<file path="config.mk">
export PLATFORM = sky130hd
export DESIGN_NAME = psnr_component_accumulator_unit
export DESIGN_NICKNAME = d
export VERILOG_FILES = /design/src/hw/rtl/psnr_acc_pkg.sv /design/src/hw/rtl/psnr_acc_fifo.sv /design/src/hw/rtl/psnr_acc_log2.sv /design/src/hw/rtl/psnr_acc_front.sv /design/src/hw/rtl/psnr_acc_back.sv /design/src/hw/rtl/psnr_component_accumulator_unit.sv
export SDC_FILE = /design/constraint.sdc
export NUM_CORES = 2
export LEC_CHECK = 0
export ABC_AREA = 1
export BUFFER_PORTS_ARGS = -buffer_cell sky130_fd_sc_hd__buf_2
export CORE_ASPECT_RATIO = 1.75
export CORE_UTILIZATION = 60
export DETAILED_ROUTE_END_ITERATION = 12
export PLACE_DENSITY = 0.79
export SLEW_MARGIN = 0
export SYNTH_ARGS = -nofsm -noshare
export SYNTH_HDL_FRONTEND = slang
export SYNTH_HIERARCHICAL = 1
export SYNTH_SLANG_ARGS = --single-unit
</file>
<file path="constraint.sdc">
create_clock -name clk_i -period 18.44 [get_ports clk_i]
set_input_delay 2.766 -clock clk_i [delete_from_list [all_inputs] [get_ports clk_i]]
set_output_delay 2.766 -clock clk_i [all_outputs]
set_load 0.01 [all_outputs]
</file>
<file path="src/hw/rtl/psnr_acc_pkg.sv">
// ----------------------------------------------------------------------------
// psnr_acc_pkg
// Shared constants, types and the log table generator of the PSNR accumulator.
// ----------------------------------------------------------------------------
`default_nettype none

package psnr_acc_pkg;

  // default configuration
  localparam int unsigned MAX_PIXELS_LOG2_DEF = 22;
  localparam int unsigned LOG_TABLE_BITS_DEF  = 6;
  localparam int unsigned JOB_DEPTH_DEF       = 4;
  // a job holds its result slot from issue until it is popped, so a depth above the jobs in flight keeps full rate
  localparam int unsigned OUT_DEPTH_DEF       = 12;

  // register stages inside one log2 unit
  localparam int unsigned LOG_LAT = 4;

  localparam int unsigned PSNR_W = 15;
  localparam int unsigned RES_W  = PSNR_W + 1;

  localparam logic [PSNR_W-1:0] OUT_MAX         = 15'h7fff;
  // 10*log10(2) in Q.16
  localparam logic [17:0]       DB_PER_LOG2_Q16 = 18'd197283;
  // 20*log10(255) in Q.32
  localparam logic [37:0]       PEAK_DB_Q32     = 38'(64'd3154300 << 16);

  typedef struct packed {
    logic full;
    logic empty;
  } q_flags_t;

  // round(65536*log2(1+i/2^tbits)), exact by repeated squaring to 20 bits
  function automatic logic [16:0] log_entry(int unsigned i, int unsigned tbits);
    logic [63:0] m;
    logic [19:0] r;
    logic [20:0] rr;
    m = (64'd1 << 30) + (64'(i) << (30 - tbits));
    r = '0;
    for (int b = 19; b >= 0; b--) begin
      m = (m * m) >> 30;
      if (m >= (64'd2 << 30)) begin
        m    = m >> 1;
        r[b] = 1'b1;
      end
    end
    rr = {1'b0, r} + 21'd8;
    if (i >= (32'd1 << tbits)) begin
      return 17'h10000;
    end
    return 17'(rr >> 4);
  endfunction

endpackage

`default_nettype wire

</file>
<file path="src/hw/rtl/psnr_acc_fifo.sv">
// ----------------------------------------------------------------------------
// psnr_acc_fifo
// Small register queue with occupancy count, used for jobs and for results.
// ----------------------------------------------------------------------------
`default_nettype none

module psnr_acc_fifo import psnr_acc_pkg::*; #(
  parameter int unsigned W     = 16,
  parameter int unsigned DEPTH = 4,
  localparam int unsigned AW   = (DEPTH > 1) ? $clog2(DEPTH) : 1,
  localparam int unsigned CNTW = $clog2(DEPTH + 1)
) (
  input  wire logic            clk_i,
  input  wire logic            rst_ni,
  input  wire logic            push_i,
  input  wire logic [W-1:0]    data_i,
  input  wire logic            pop_i,
  output      logic [W-1:0]    data_o,
  output      q_flags_t        flags_o,
  output      logic [CNTW-1:0] count_o
);

  logic [W-1:0]    mem_q [DEPTH];
  logic [AW-1:0]   wr_ptr_q, rd_ptr_q;
  logic [CNTW-1:0] cnt_q;
  logic            wr, rd;

  assign flags_o.full  = (cnt_q == CNTW'(DEPTH));
  assign flags_o.empty = (cnt_q == '0);
  assign wr      = push_i && !flags_o.full;
  assign rd      = pop_i && !flags_o.empty;
  assign data_o  = mem_q[rd_ptr_q];
  assign count_o = cnt_q;

  always_ff @(posedge clk_i) begin
    if (wr) begin
      mem_q[wr_ptr_q] <= data_i;
    end
  end

  always_ff @(posedge clk_i or negedge rst_ni) begin
    if (!rst_ni) begin
      wr_ptr_q <= '0;
      rd_ptr_q <= '0;
      cnt_q    <= '0;
    end else begin
      if (wr) begin
        wr_ptr_q <= (wr_ptr_q == AW'(DEPTH - 1)) ? '0 : wr_ptr_q + 1'b1;
      end
      if (rd) begin
        rd_ptr_q <= (rd_ptr_q == AW'(DEPTH - 1)) ? '0 : rd_ptr_q + 1'b1;
      end
      if (wr && !rd) begin
        cnt_q <= cnt_q + 1'b1;
      end else if (rd && !wr) begin
        cnt_q <= cnt_q - 1'b1;
      end
    end
  end

endmodule

`default_nettype wire

</file>
<file path="src/hw/rtl/psnr_acc_log2.sv">
// ----------------------------------------------------------------------------
// psnr_acc_log2
// Pipelined base-2 logarithm in Q.16: leading-one search, table, interpolation.
// ----------------------------------------------------------------------------
`default_nettype none

module psnr_acc_log2 import psnr_acc_pkg::*; #(
  parameter int unsigned W              = 38,
  parameter int unsigned LOG_TABLE_BITS = LOG_TABLE_BITS_DEF,
  localparam int unsigned PW = $clog2(W),
  localparam int unsigned LW = PW + 17
) (
  input  wire logic          clk_i,
  input  wire logic [W-1:0]  x_i,
  output      logic [LW-1:0] y_o
);

  localparam int unsigned T   = LOG_TABLE_BITS;
  localparam int unsigned TS  = 1 << T;
  localparam int unsigned NC  = (W + 7) / 8;
  localparam int unsigned XW  = NC * 8;
  localparam int unsigned RW  = 31 - T;
  localparam int unsigned FW  = (W > 32) ? W : 32;

  logic [16:0] tbl [TS+1];

  for (genvar g = 0; g <= TS; g++) begin : g_tbl
    localparam logic [16:0] ENTRY = log_entry(g, T);
    assign tbl[g] = ENTRY;
  end

  // stage a: per-byte leading one
  logic [XW-1:0] xpad;
  logic [NC-1:0] nz_d, nz_q;
  logic [2:0]    pos_d [NC];
  logic [2:0]    pos_q [NC];
  logic [XW-1:0] xa_q;

  assign xpad = XW'(x_i);

  always_comb begin
    for (int c = 0; c < NC; c++) begin
      nz_d[c]  = |xpad[c*8 +: 8];
      pos_d[c] = '0;
      for (int b = 0; b < 8; b++) begin
        if (xpad[c*8 + b]) begin
          pos_d[c] = 3'(b);
        end
      end
    end
  end

  // stage b: pick the top non-zero byte
  logic [PW-1:0] pb_d, pb_q;
  logic [W-1:0]  xb_q;

  always_comb begin
    pb_d = '0;
    for (int c = 0; c < NC; c++) begin
      if (nz_q[c]) begin
        pb_d = PW'(c * 8) + PW'(pos_q[c]);
      end
    end
  end

  // stage c: normalise and look up the table
  logic [PW-1:0] sh;
  logic [W-1:0]  n;
  logic [FW-1:0] nf;
  logic [31:0]   f;
  logic [T-1:0]  idx;
  logic [T:0]    ilo, ihi;
  logic [16:0]   lo, hi;
  logic [PW-1:0] pc_q;
  logic [16:0]   lo_q, dl_q;
  logic [RW-1:0] r_q;

  assign sh  = PW'(W - 1) - pb_q;
  assign n   = xb_q << sh;
  assign nf  = FW'(n) << (FW - W);
  assign f   = nf[FW-1 -: 32];
  assign idx = f[30 -: T];
  assign ilo = {1'b0, idx};
  assign ihi = ilo + (T+1)'(1);
  assign lo  = tbl[ilo];
  assign hi  = tbl[ihi];

  // stage d: interpolate
  logic [16+RW:0] prod;
  logic [LW-1:0]  y_d, y_q;

  assign prod = (17+RW)'(dl_q) * (17+RW)'(r_q);
  assign y_d  = LW'({pc_q, 16'h0000}) + LW'(lo_q) + LW'(prod >> RW);

  always_ff @(posedge clk_i) begin
    xa_q  <= xpad;
    nz_q  <= nz_d;
    pos_q <= pos_d;
    pb_q  <= pb_d;
    xb_q  <= xa_q[W-1:0];
    pc_q  <= pb_q;
    lo_q  <= lo;
    dl_q  <= hi - lo;
    r_q   <= f[RW-1:0];
    y_q   <= y_d;
  end

  assign y_o = y_q;

endmodule

`default_nettype wire

</file>
<file path="src/hw/rtl/psnr_acc_front.sv">
// ----------------------------------------------------------------------------
// psnr_acc_front
// Squared-error and pair accumulation; hands a job to the back on the last pair.
// ----------------------------------------------------------------------------
`default_nettype none

module psnr_acc_front import psnr_acc_pkg::*; #(
  parameter int unsigned MAX_PIXELS_LOG2 = MAX_PIXELS_LOG2_DEF,
  localparam int unsigned SW = MAX_PIXELS_LOG2 + 16,
  localparam int unsigned CW = MAX_PIXELS_LOG2 + 1,
  localparam int unsigned JW = SW + CW + 1
) (
  input  wire logic          clk_i,
  input  wire logic          rst_ni,
  input  wire logic          accept_i,
  input  wire logic [7:0]    pixel_a_i,
  input  wire logic [7:0]    pixel_b_i,
  input  wire logic          last_pixel_i,
  output      logic          job_push_o,
  output      logic [JW-1:0] job_o
);

  logic signed [8:0]  diff;
  logic signed [17:0] sq_full;
  logic [15:0]        sq;
  logic [SW:0]        sum_ext;
  logic [SW-1:0]      sum_d, sum_q;
  logic [CW-1:0]      cnt_d, cnt_q;
  logic               ident;

  assign diff    = $signed({1'b0, pixel_a_i}) - $signed({1'b0, pixel_b_i});
  assign sq_full = 18'(diff) * 18'(diff);
  assign sq      = sq_full[15:0];
  assign sum_ext = {1'b0, sum_q} + (SW+1)'(sq);
  // both counters saturate
  assign sum_d   = sum_ext[SW] ? '1 : sum_ext[SW-1:0];
  assign cnt_d   = cnt_q[CW-1] ? cnt_q : cnt_q + 1'b1;
  assign ident   = (sum_d == '0);

  assign job_push_o = accept_i && last_pixel_i;
  assign job_o      = {ident, sum_d, cnt_d};

  always_ff @(posedge clk_i or negedge rst_ni) begin
    if (!rst_ni) begin
      sum_q <= '0;
      cnt_q <= '0;
    end else if (accept_i) begin
      if (last_pixel_i) begin
        sum_q <= '0;
        cnt_q <= '0;
      end else begin
        sum_q <= sum_d;
        cnt_q <= cnt_d;
      end
    end
  end

endmodule

`default_nettype wire

</file>
<file path="src/hw/rtl/psnr_acc_back.sv">
// ----------------------------------------------------------------------------
// psnr_acc_back
// Log pipeline turning a sum and count into PSNR, with a credited result queue.
// ----------------------------------------------------------------------------
`default_nettype none

module psnr_acc_back import psnr_acc_pkg::*; #(
  parameter int unsigned MAX_PIXELS_LOG2 = MAX_PIXELS_LOG2_DEF,
  parameter int unsigned LOG_TABLE_BITS  = LOG_TABLE_BITS_DEF,
  parameter int unsigned OUT_DEPTH       = OUT_DEPTH_DEF,
  localparam int unsigned SW = MAX_PIXELS_LOG2 + 16,
  localparam int unsigned CW = MAX_PIXELS_LOG2 + 1,
  localparam int unsigned JW = SW + CW + 1
) (
  input  wire logic              clk_i,
  input  wire logic              rst_ni,
  input  wire logic              job_valid_i,
  input  wire logic [JW-1:0]     job_i,
  output      logic              job_pop_o,
  input  wire logic              pop_i,
  output      logic              empty_o,
  output      logic [PSNR_W-1:0] psnr_db_q8_o,
  output      logic              identical_o
);

  localparam int unsigned NS    = LOG_LAT + 3;
  localparam int unsigned ST_E  = LOG_LAT + 1;
  localparam int unsigned ST_F  = LOG_LAT + 2;
  localparam int unsigned LW    = $clog2(SW) + 17;
  localparam int unsigned LWC   = $clog2(CW) + 17;
  localparam int unsigned VW    = LW + 19;
  localparam int unsigned RNDW  = VW - 24;
  localparam int unsigned OCW   = $clog2(OUT_DEPTH + 1);

  logic [NS-1:0]     v_q;
  logic [NS-1:0]     id_q;
  logic [SW-1:0]     sum0_q;
  logic [CW-1:0]     cnt0_q;
  logic [OCW-1:0]    occ;
  q_flags_t          oflags;
  logic [RES_W-1:0]  res_data;
  logic              issue;

  // a slot in the result queue is reserved for every job in flight
  assign issue     = job_valid_i && ((int'(occ) + $countones(v_q)) < int'(OUT_DEPTH));
  assign job_pop_o = issue;

  logic [LW-1:0]  ls;
  logic [LWC-1:0] lc_n;
  logic [LW-1:0]  lc;

  psnr_acc_log2 #(
    .W              (SW),
    .LOG_TABLE_BITS (LOG_TABLE_BITS)
  ) u_log_sum (
    .clk_i (clk_i),
    .x_i   (sum0_q),
    .y_o   (ls)
  );

  psnr_acc_log2 #(
    .W              (CW),
    .LOG_TABLE_BITS (LOG_TABLE_BITS)
  ) u_log_cnt (
    .clk_i (clk_i),
    .x_i   (cnt0_q),
    .y_o   (lc_n)
  );

  assign lc = LW'(lc_n);

  // stage e: scale the log ratio to decibels
  logic [LW-1:0]    mag;
  logic             neg_d, neg_q;
  logic [LW+17:0]   term_q;

  assign neg_d = (lc < ls);
  assign mag   = neg_d ? (ls - lc) : (lc - ls);

  // stage f: add the peak term, round to Q.8 and clamp
  logic [VW-1:0]     base, term_w, sum_f;
  logic [RNDW-1:0]   rnd;
  logic [PSNR_W-1:0] psnr_d, psnr_q;

  assign base   = VW'(PEAK_DB_Q32);
  assign term_w = VW'(term_q);

  always_comb begin
    if (!neg_q) begin
      sum_f = base + term_w;
    end else if (term_w >= base) begin
      sum_f = '0;
    end else begin
      sum_f = base - term_w;
    end
    rnd = RNDW'((sum_f + VW'(32'd1 << 23)) >> 24);
    if (id_q[ST_E]) begin
      psnr_d = OUT_MAX;
    end else if (rnd > RNDW'(OUT_MAX)) begin
      psnr_d = OUT_MAX;
    end else begin
      psnr_d = rnd[PSNR_W-1:0];
    end
  end

  always_ff @(posedge clk_i) begin
    if (issue) begin
      sum0_q <= job_i[SW+CW-1:CW];
      cnt0_q <= job_i[CW-1:0];
    end
    id_q   <= {id_q[NS-2:0], job_i[JW-1]};
    neg_q  <= neg_d;
    term_q <= (LW+18)'(mag) * (LW+18)'(DB_PER_LOG2_Q16);
    psnr_q <= psnr_d;
  end

  always_ff @(posedge clk_i or negedge rst_ni) begin
    if (!rst_ni) begin
      v_q <= '0;
    end else begin
      v_q <= {v_q[NS-2:0], issue};
    end
  end

  psnr_acc_fifo #(
    .W     (RES_W),
    .DEPTH (OUT_DEPTH)
  ) u_res_q (
    .clk_i   (clk_i),
    .rst_ni  (rst_ni),
    .push_i  (v_q[ST_F]),
    .data_i  ({psnr_q, id_q[ST_F]}),
    .pop_i   (pop_i),
    .data_o  (res_data),
    .flags_o (oflags),
    .count_o (occ)
  );

  assign empty_o      = oflags.empty;
  assign psnr_db_q8_o = res_data[RES_W-1:1];
  assign identical_o  = res_data[0];

endmodule

`default_nettype wire

</file>
<file path="src/hw/rtl/psnr_component_accumulator_unit.sv">
// ----------------------------------------------------------------------------
// psnr_component_accumulator_unit
// PSNR of one 8-bit colour plane from a stream of co-located pixel pairs.
// ----------------------------------------------------------------------------
// One pixel pair is taken every clock cycle while full is low. The front
// squares the difference and accumulates sum and pair count in the same
// cycle; the pair marked last closes the plane and drops a job into a small
// job queue. The back is a fully pipelined log unit (leading-one search,
// table with linear interpolation, decibel scaling), so a plane may be as
// short as one pair and the block still runs at one pair per cycle while
// full is low. A result passes the job queue write on the edge that takes
// its last pair, the seven back stages and the result queue write.
// The back only starts a job when a result queue slot is reserved for it, so
// a stalled reader backs up into the job queue and then raises full. An error
// sum of zero gives identical set and the PSNR saturated to its maximum.
// ----------------------------------------------------------------------------
`default_nettype none

module psnr_component_accumulator_unit import psnr_acc_pkg::*; #(
  parameter int unsigned MAX_PIXELS_LOG2 = MAX_PIXELS_LOG2_DEF,
  parameter int unsigned LOG_TABLE_BITS  = LOG_TABLE_BITS_DEF,
  parameter int unsigned JOB_DEPTH       = JOB_DEPTH_DEF,
  parameter int unsigned OUT_DEPTH       = OUT_DEPTH_DEF
) (
  input  wire logic              clk_i,
  input  wire logic              rst_ni,
  input  wire logic              push,
  output      logic              full,
  input  wire logic [7:0]        pixel_a_i,
  input  wire logic [7:0]        pixel_b_i,
  input  wire logic              last_pixel_i,
  output      logic              empty,
  input  wire logic              pop,
  output      logic [PSNR_W-1:0] psnr_db_q8_o,
  output      logic              identical_o
);

  localparam int unsigned SW  = MAX_PIXELS_LOG2 + 16;
  localparam int unsigned CW  = MAX_PIXELS_LOG2 + 1;
  localparam int unsigned JW  = SW + CW + 1;
  localparam int unsigned JCW = $clog2(JOB_DEPTH + 1);

  logic           accept;
  logic           job_push, job_pop;
  logic [JW-1:0]  job_in, job_out;
  q_flags_t       jflags;
  logic [JCW-1:0] jcount;

  assign accept = push && !full;
  assign full   = jflags.full;

  psnr_acc_front #(
    .MAX_PIXELS_LOG2 (MAX_PIXELS_LOG2)
  ) u_front (
    .clk_i        (clk_i),
    .rst_ni       (rst_ni),
    .accept_i     (accept),
    .pixel_a_i    (pixel_a_i),
    .pixel_b_i    (pixel_b_i),
    .last_pixel_i (last_pixel_i),
    .job_push_o   (job_push),
    .job_o        (job_in)
  );

  psnr_acc_fifo #(
    .W     (JW),
    .DEPTH (JOB_DEPTH)
  ) u_job_q (
    .clk_i   (clk_i),
    .rst_ni  (rst_ni),
    .push_i  (job_push),
    .data_i  (job_in),
    .pop_i   (job_pop),
    .data_o  (job_out),
    .flags_o (jflags),
    .count_o (jcount)
  );

  psnr_acc_back #(
    .MAX_PIXELS_LOG2 (MAX_PIXELS_LOG2),
    .LOG_TABLE_BITS  (LOG_TABLE_BITS),
    .OUT_DEPTH       (OUT_DEPTH)
  ) u_back (
    .clk_i        (clk_i),
    .rst_ni       (rst_ni),
    .job_valid_i  (!jflags.empty),
    .job_i        (job_out),
    .job_pop_o    (job_pop),
    .pop_i        (pop),
    .empty_o      (empty),
    .psnr_db_q8_o (psnr_db_q8_o),
    .identical_o  (identical_o)
  );

  // a closed plane is waiting in the job queue on the next cycle
  a_job_queued: assert property (@(posedge clk_i) disable iff (!rst_ni)
    accept && last_pixel_i |=> !jflags.empty)
    else $error("closed plane did not reach the job queue");

  // the back never takes a job from an empty queue
  a_no_phantom_job: assert property (@(posedge clk_i) disable iff (!rst_ni)
    job_pop |-> !jflags.empty && (jcount != '0))
    else $error("job taken from empty queue");

  // an identical plane always reports the saturated value
  a_identical_max: assert property (@(posedge clk_i) disable iff (!rst_ni)
    !empty && identical_o |-> psnr_db_q8_o == OUT_MAX)
    else $error("identical result without saturated psnr");

  // full only rises after a plane was closed
  a_full_cause: assert property (@(posedge clk_i) disable iff (!rst_ni)
    $rose(full) |-> $past(job_push))
    else $error("job queue filled without a closed plane");

endmodule

`default_nettype wire

</file>
# Word level (Yosys, flattened, before mapping)
# Memory sizes are Yosys's and may differ from the RTL's.
# Index checks and enable logic that the tools add are counted.
word_totals:
  wordCells: 251
  reg_bits: 542
  in_bits: 21
  rom_bits: 8704
  latch_bits: 0
  mem_bits_rw: 440
  mem_count: 6
mem_list:
  columns: ["name", "words", "width", "read_ports", "rd_clocked_by_memory_dff", "wr", "line_no", "rtl"]
  rows:
  - ["(no name shown)", 128, 17, 1, 0, 0, "psnr_acc_log2.sv:86", "assign hi = tbl[ihi];"]
  - ["(no name shown)", 128, 17, 1, 0, 0, "psnr_acc_log2.sv:85", "assign lo = tbl[ilo];"]
  - ["(no name shown)", 128, 17, 1, 0, 0, "psnr_acc_log2.sv:86", null]
  - ["(no name shown)", 128, 17, 1, 0, 0, "psnr_acc_log2.sv:85", null]
  - ["u_job_q.mem_q", 4, 62, 1, 0, 1, "psnr_acc_fifo.sv:23", "logic [W-1:0] mem_q [DEPTH];"]
  - ["u_back.u_res_q.mem_q", 12, 16, 1, 0, 1, "psnr_acc_fifo.sv:23", null]
classes:
  add_sub_neg: 39
  order_cmp: 8
  bitwise: 4
  div: 0
  n_mux: 80
  shifts: 2
  n_reduce_logical: 47
  n_eq_ne: 6
  mul: 4
op_table:
  columns: ["operator", "count"]
  rows:
  - ["17-bit two-way mux", 8]
  - ["42-bit two-way mux", 2]
  - ["38-bit two-way mux", 2]
  - ["23-bit two-way mux", 3]
  - ["32-bit adder", 2]
  - ["3-bit two-way mux", 16]
  - ["8-bit OR reduction", 6]
  - ["38-bit by 41-bit adder with 42-bit output (first input constant)", 1]
  - ["42-bit by 24-bit adder with 42-bit output (second input constant)", 1]
  - ["17-bit by 25-bit multiplier with 42-bit output", 1]
  - ["38-bit by 41-bit subtractor with 42-bit output (first input constant)", 1]
  - ["41-bit by 38-bit >= comparator with 1-bit output (second input constant)", 1]
  - ["23-bit by 18-bit multiplier with 41-bit output (second input constant)", 1]
  - ["2-bit two-way mux", 20]
  - ["38-bit by 16-bit adder with 39-bit output", 1]
  - ["38-bit logical NOT", 1]
  - ["38-bit by 6-bit left shift with 37-bit output", 1]
  - ["17-bit subtractor", 2]
  - ["17-bit by 16-bit multiplier with 33-bit output", 1]
  - ["32-bit by 1-bit adder with 32-bit output", 1]
  - ["5-bit by 32-bit adder with 32-bit output", 1]
  - ["8-bit >= comparator (second input constant)", 4]
  - ["32-bit by 5-bit less-than comparator with 1-bit output (second input constant)", 1]
  - ["6-bit two-way mux", 4]
  - ["other kinds (43)", 108]

# Depth between registers and ports, before layout
depth:
  word_depth: 10
  mapped_depth: 52
  depth_no_buf: 50

# By module
# Netlist, hierarchy kept.
by_module_without_submodules:
  columns: ["mod", "seq_area_each_um2", "area_each_um2", "cells_each", "n_inst"]
  rows:
  - ["psnr_acc_log2 (u_back.u_log_sum)", 3743.6, 24511.0, 3381, 1]
  - ["psnr_acc_log2 (u_back.u_log_cnt)", 2742.6, 17763.3, 2480, 1]
  - ["psnr_acc_back", 3288.2, 14860.5, 1879, 1]
  - ["psnr_acc_fifo (u_job_q)", 7622.3, 10672.7, 784, 1]
  - ["psnr_acc_fifo (u_back.u_res_q)", 6065.8, 8759.7, 817, 1]
  - ["psnr_acc_front", 1526.5, 7832.5, 1150, 1]
  - ["psnr_component_accumulator_unit", 0.0, 13.8, 3, 1]

# Least setup slack after synthesis
# OpenSTA, ideal clock, no wires.
synth_timing:
  kind: "input to register"
  start: "input pixel_a_i[0]"
  end: "memory u_job_q/mem_q[0][61] in the netlist's numbering (data pin)"
  path_stages: 48
  setup_slack_ps: 8175
  n_path_buf: 3
  t_arrival_ps: 10011
  path_cell_list: "inv_1 ha_1 inv_1 fa_1 nand2_1 nand2_1 o21ai_1 o21ai_1 nand2_1 nand2_1 a21oi_4 inv_1 buf_2 nor2_1 inv_1 fa_1 fa_1 inv_1 [12 not listed] xor2_1 inv_1 ha_1 nand2_1 nor2_2 nand2_1 nor2_1 nand2_2 nand2_4 nand3_4 buf_8 nand2_1 nor2_1 nand3_1 nor2_1 nand2_1 nor2_1 buf_4"
synth_via:
  elab_chain_len: 5
synth_lines:
  columns: ["item", "line_no", "rtl"]
  rows:
  - ["start, declared", "psnr_component_accumulator_unit.sv:29", "input wire logic [7:0] pixel_a_i,"]
  - ["8-bit by 8-bit subtractor with 9-bit output", "psnr_acc_front.sv:31", "assign diff = $signed({1'b0, pixel_a_i}) - $signed({1'b0, pixel_b_i});"]
  - ["9-bit by 9-bit multiplier with 16-bit output", "psnr_acc_front.sv:32", "assign sq_full = 18'(diff) * 18'(diff);"]
  - ["38-bit by 16-bit adder with 39-bit output", "psnr_acc_front.sv:34", "assign sum_ext = {1'b0, sum_q} + (SW+1)'(sq);"]
  - ["38-bit two-way mux", "psnr_acc_front.sv:36", "assign sum_d = sum_ext[SW] ? '1 : sum_ext[SW-1:0];"]
  - ["net job_in[28]", "psnr_component_accumulator_unit.sv:45", "logic [JW-1:0] job_in, job_out;"]
  - ["38-bit logical NOT", "psnr_acc_front.sv:38", "assign ident = (sum_d == '0);"]
  - ["net u_front.ident", "psnr_acc_front.sv:29", "logic ident;"]
  - ["end, declared", "psnr_acc_fifo.sv:23", null]
# The timed path passes the listed nets, and every way through them passes these cells.

# Worst setup path in the final report
layout_timing:
  start: "input pixel_a_i[0]"
  end: "memory u_job_q/mem_q[2][61] in the netlist's numbering (data pin)"
layout_via:
  elab_chain_len: 5
layout_lines:
  columns: ["item", "line_no"]
  rows:
  - ["8-bit by 8-bit subtractor with 9-bit output", "psnr_acc_front.sv:31"]
  - ["9-bit by 9-bit multiplier with 16-bit output", "psnr_acc_front.sv:32"]
  - ["38-bit by 16-bit adder with 39-bit output", "psnr_acc_front.sv:34"]
  - ["38-bit two-way mux", "psnr_acc_front.sv:36"]
  - ["net job_in[31]", "psnr_component_accumulator_unit.sv:45"]
  - ["38-bit logical NOT", "psnr_acc_front.sv:38"]
  - ["net job_in[61]", "psnr_component_accumulator_unit.sv:45"]
# The timed path passes the listed nets, and every way through them passes these cells.

==> impl_metrics.tcl <==
set metrics [dict create \
    r2r_cells 36 \
    startpoint "pixel_a_i[0]" \
    path_delay_family "adder cells" \
    fp.dieH_um 498 \
    final-hold-violation-count 0 \
    path_clk_slew_ps 70 \
    routedWlPerCell_um 20.2 \
    synthesis.area_um2 84400 \
    place_hpwl_um 190000 \
    rsz0062_at_grt "false" \
    first_pass_iters 6 \
    r2r_start "u_back/u_log_sum/r_q[11]" \
    dr.first_iter.drc_count 5163 \
    fin_area_um2 88600 \
    crit_path_start_kind "input pin" \
    fin_skew_ps 38.9 \
    ios 39 \
    reg2reg_setup_slack_ps 9620 \
    via_per_inst 5.71 \
    clockRootBuffer "clkbuf_16" \
    dpl_cell_area_um2 85400 \
    cts_setup_buffers 0 \
    grt_first_pass_wirelength_um 387000 \
    num_rows 181 \
    crit_cells 48 \
    gr-total-overflow 0 \
    synthesis.nets 11900 \
    cts-buffers-inserted 90 \
    crit_slowest_cell "fa_1" \
    tightest_slew_ps 1110 \
    critPathMostFrequentCell "nand2_1" \
    crit_path_max_fanout 17 \
    track_usage 0.351 \
    tns_ps 0 \
    io_buffers 38 \
    final-setup-viol-count 0 \
    critPathBufInv 10 \
    hold_buffers 0 \
    die_area_um2 142000 \
    grt_max_degree 97 \
    layout.nets 11700 \
    cts.repair.resized 0 \
    die_x_um 286 \
    required_ps 18970 \
    drtAntennaViolNets 0 \
    max-slew-margin-rel 0.259 \
    whs_endpoint "u_back/u_log_sum/xb_q[0]" \
    r2r_end "u_back/u_log_sum/y_o[20]" \
    cts.path.max_buffers 3 \
    worstHoldPathType "register to register" \
    start_util 0.606 \
    vias 69700 \
    crit_path_max_incr_delay_ps 560 \
    grt_pass1_vias 73500 \
    slew_viol_final 0 \
    crit_arrival_ps 11830 \
    drc_errors 0 \
    synth_warnings 6 \
    cts.htree.levels 3 \
    cts_tree "done" \
    status "finished clean" \
    worstSetupEndpointType "register" \
    hold_depth 0 \
    synth.avg_cell_area_um2 8.04 \
    layout-drive-gt1-share 0.0575 \
    worstSetupPathType "input pin to register" \
    post-route-util 0.636 \
    core-area_um2 139000 \
    fin_crit_sh 0.613 \
    antenna_found_initial 7 \
    clk_latency_ps 730 \
    fmax_mhz 88.5 \
    syn_inst 10500 \
    period_minus_slack_ps 11300 \
    globalplace.congestion 1.04 \
    clock_sinks 976 \
    routed_wl_um 247000 \
    min_from "u_back/u_log_sum/xa_q[0]" \
    maxCapViolations 0 \
    area_growth_pct 4.96 \
]
==> worst reg2reg max path: cells and delay by family (launching register included) <==
kind / cells / cell delay [ps]
and+or+nand+nor: 13 / 1450
adders and majority gates: 9 / 4040
xor gates and xnor gates: 2 / 400
DFF: 1 / 930
AOI/OAI and AO/OA: 6 / 1500
buffers and inverters: 6 / 400
==> per-stage QoR <==
stage | hold WS [ps] | setup WS [ps] | instances
6_report | 322 | 7140 | 12200
5_1_grt | 333 | 6590 | 12200
4_1_cts | 323 | 7120 | 12200
3_5_place_dp | 312 | 6370 | 12000
3_3_place_gp | 311 | 6460 | 12000
2_1_floorplan | 310 | 8170 | 10500
==> registers in the layout (all words and copies together) (netlist names), 22 cells and up <==
signal and cells:
u_front/cnt_q 23, u_back/sum0_q 38, u_back/u_log_sum/y_o 23, u_back/u_log_sum/xb_q 37
u_back/term_q 41, u_back/cnt0_q 23, u_front/sum_q 38, u_job_q/mem_q 248
u_back/u_log_sum/xa_q 37, u_back/u_res_q/mem_q 192, u_back/u_log_cnt/xb_q 22, u_back/u_log_cnt/y_o 22
u_back/u_log_sum/r_q 25, u_back/u_log_cnt/xa_q 22
==> worst max-delay path by stage <==
stage,endpoint,slack (ps)
global route,u_job_q/mem_q[3][61],6590
global placement,u_job_q/mem_q[0][61],6460
finish,u_job_q/mem_q[2][61],7140
detailed placement,u_job_q/mem_q[1][61],6370
CTS,u_job_q/mem_q[2][61],7120
floorplan,u_job_q/mem_q[0][61],8170
==> routing by layer <==
layer | track usage | vias up | part of all wire
li1 | - | 32400 | -
met1 | 0.337 | 33200 | 0.32
met2 | 0.651 | 2905 | 0.53
met3 | 0.0526 | 1208 | 0.058
met4 | 0.293 | 6 | 0.096
met5 | 0 | - | 0.00015
==> layout make-up <==
type	instances	area [µm²]
antenna	1	2.50
sequential	976	25000
inverter	2096	7890
tap	1830	2290
fill	12000	50700
timing repair buffer	113	756
multi-input combinational	7022	49400
clock buffer	113	2570
clock inverter	57	642
==> cells in the final DEF, fill, tap and decap left out, types with 173 or more instances in the layout <==
master and count:
nand3_1 667, dfxtp_1 388, edfxtp_1 501, inv_1 2045
nand2_1 2602, nor2_1 667, a21oi_1 358, fa_1 693
ha_1 646, xor2_1 173, o21ai_0 370
Power is not shown: default switching activity piles up to over one toggle a cycle in this logic, so the estimate is an artifact.
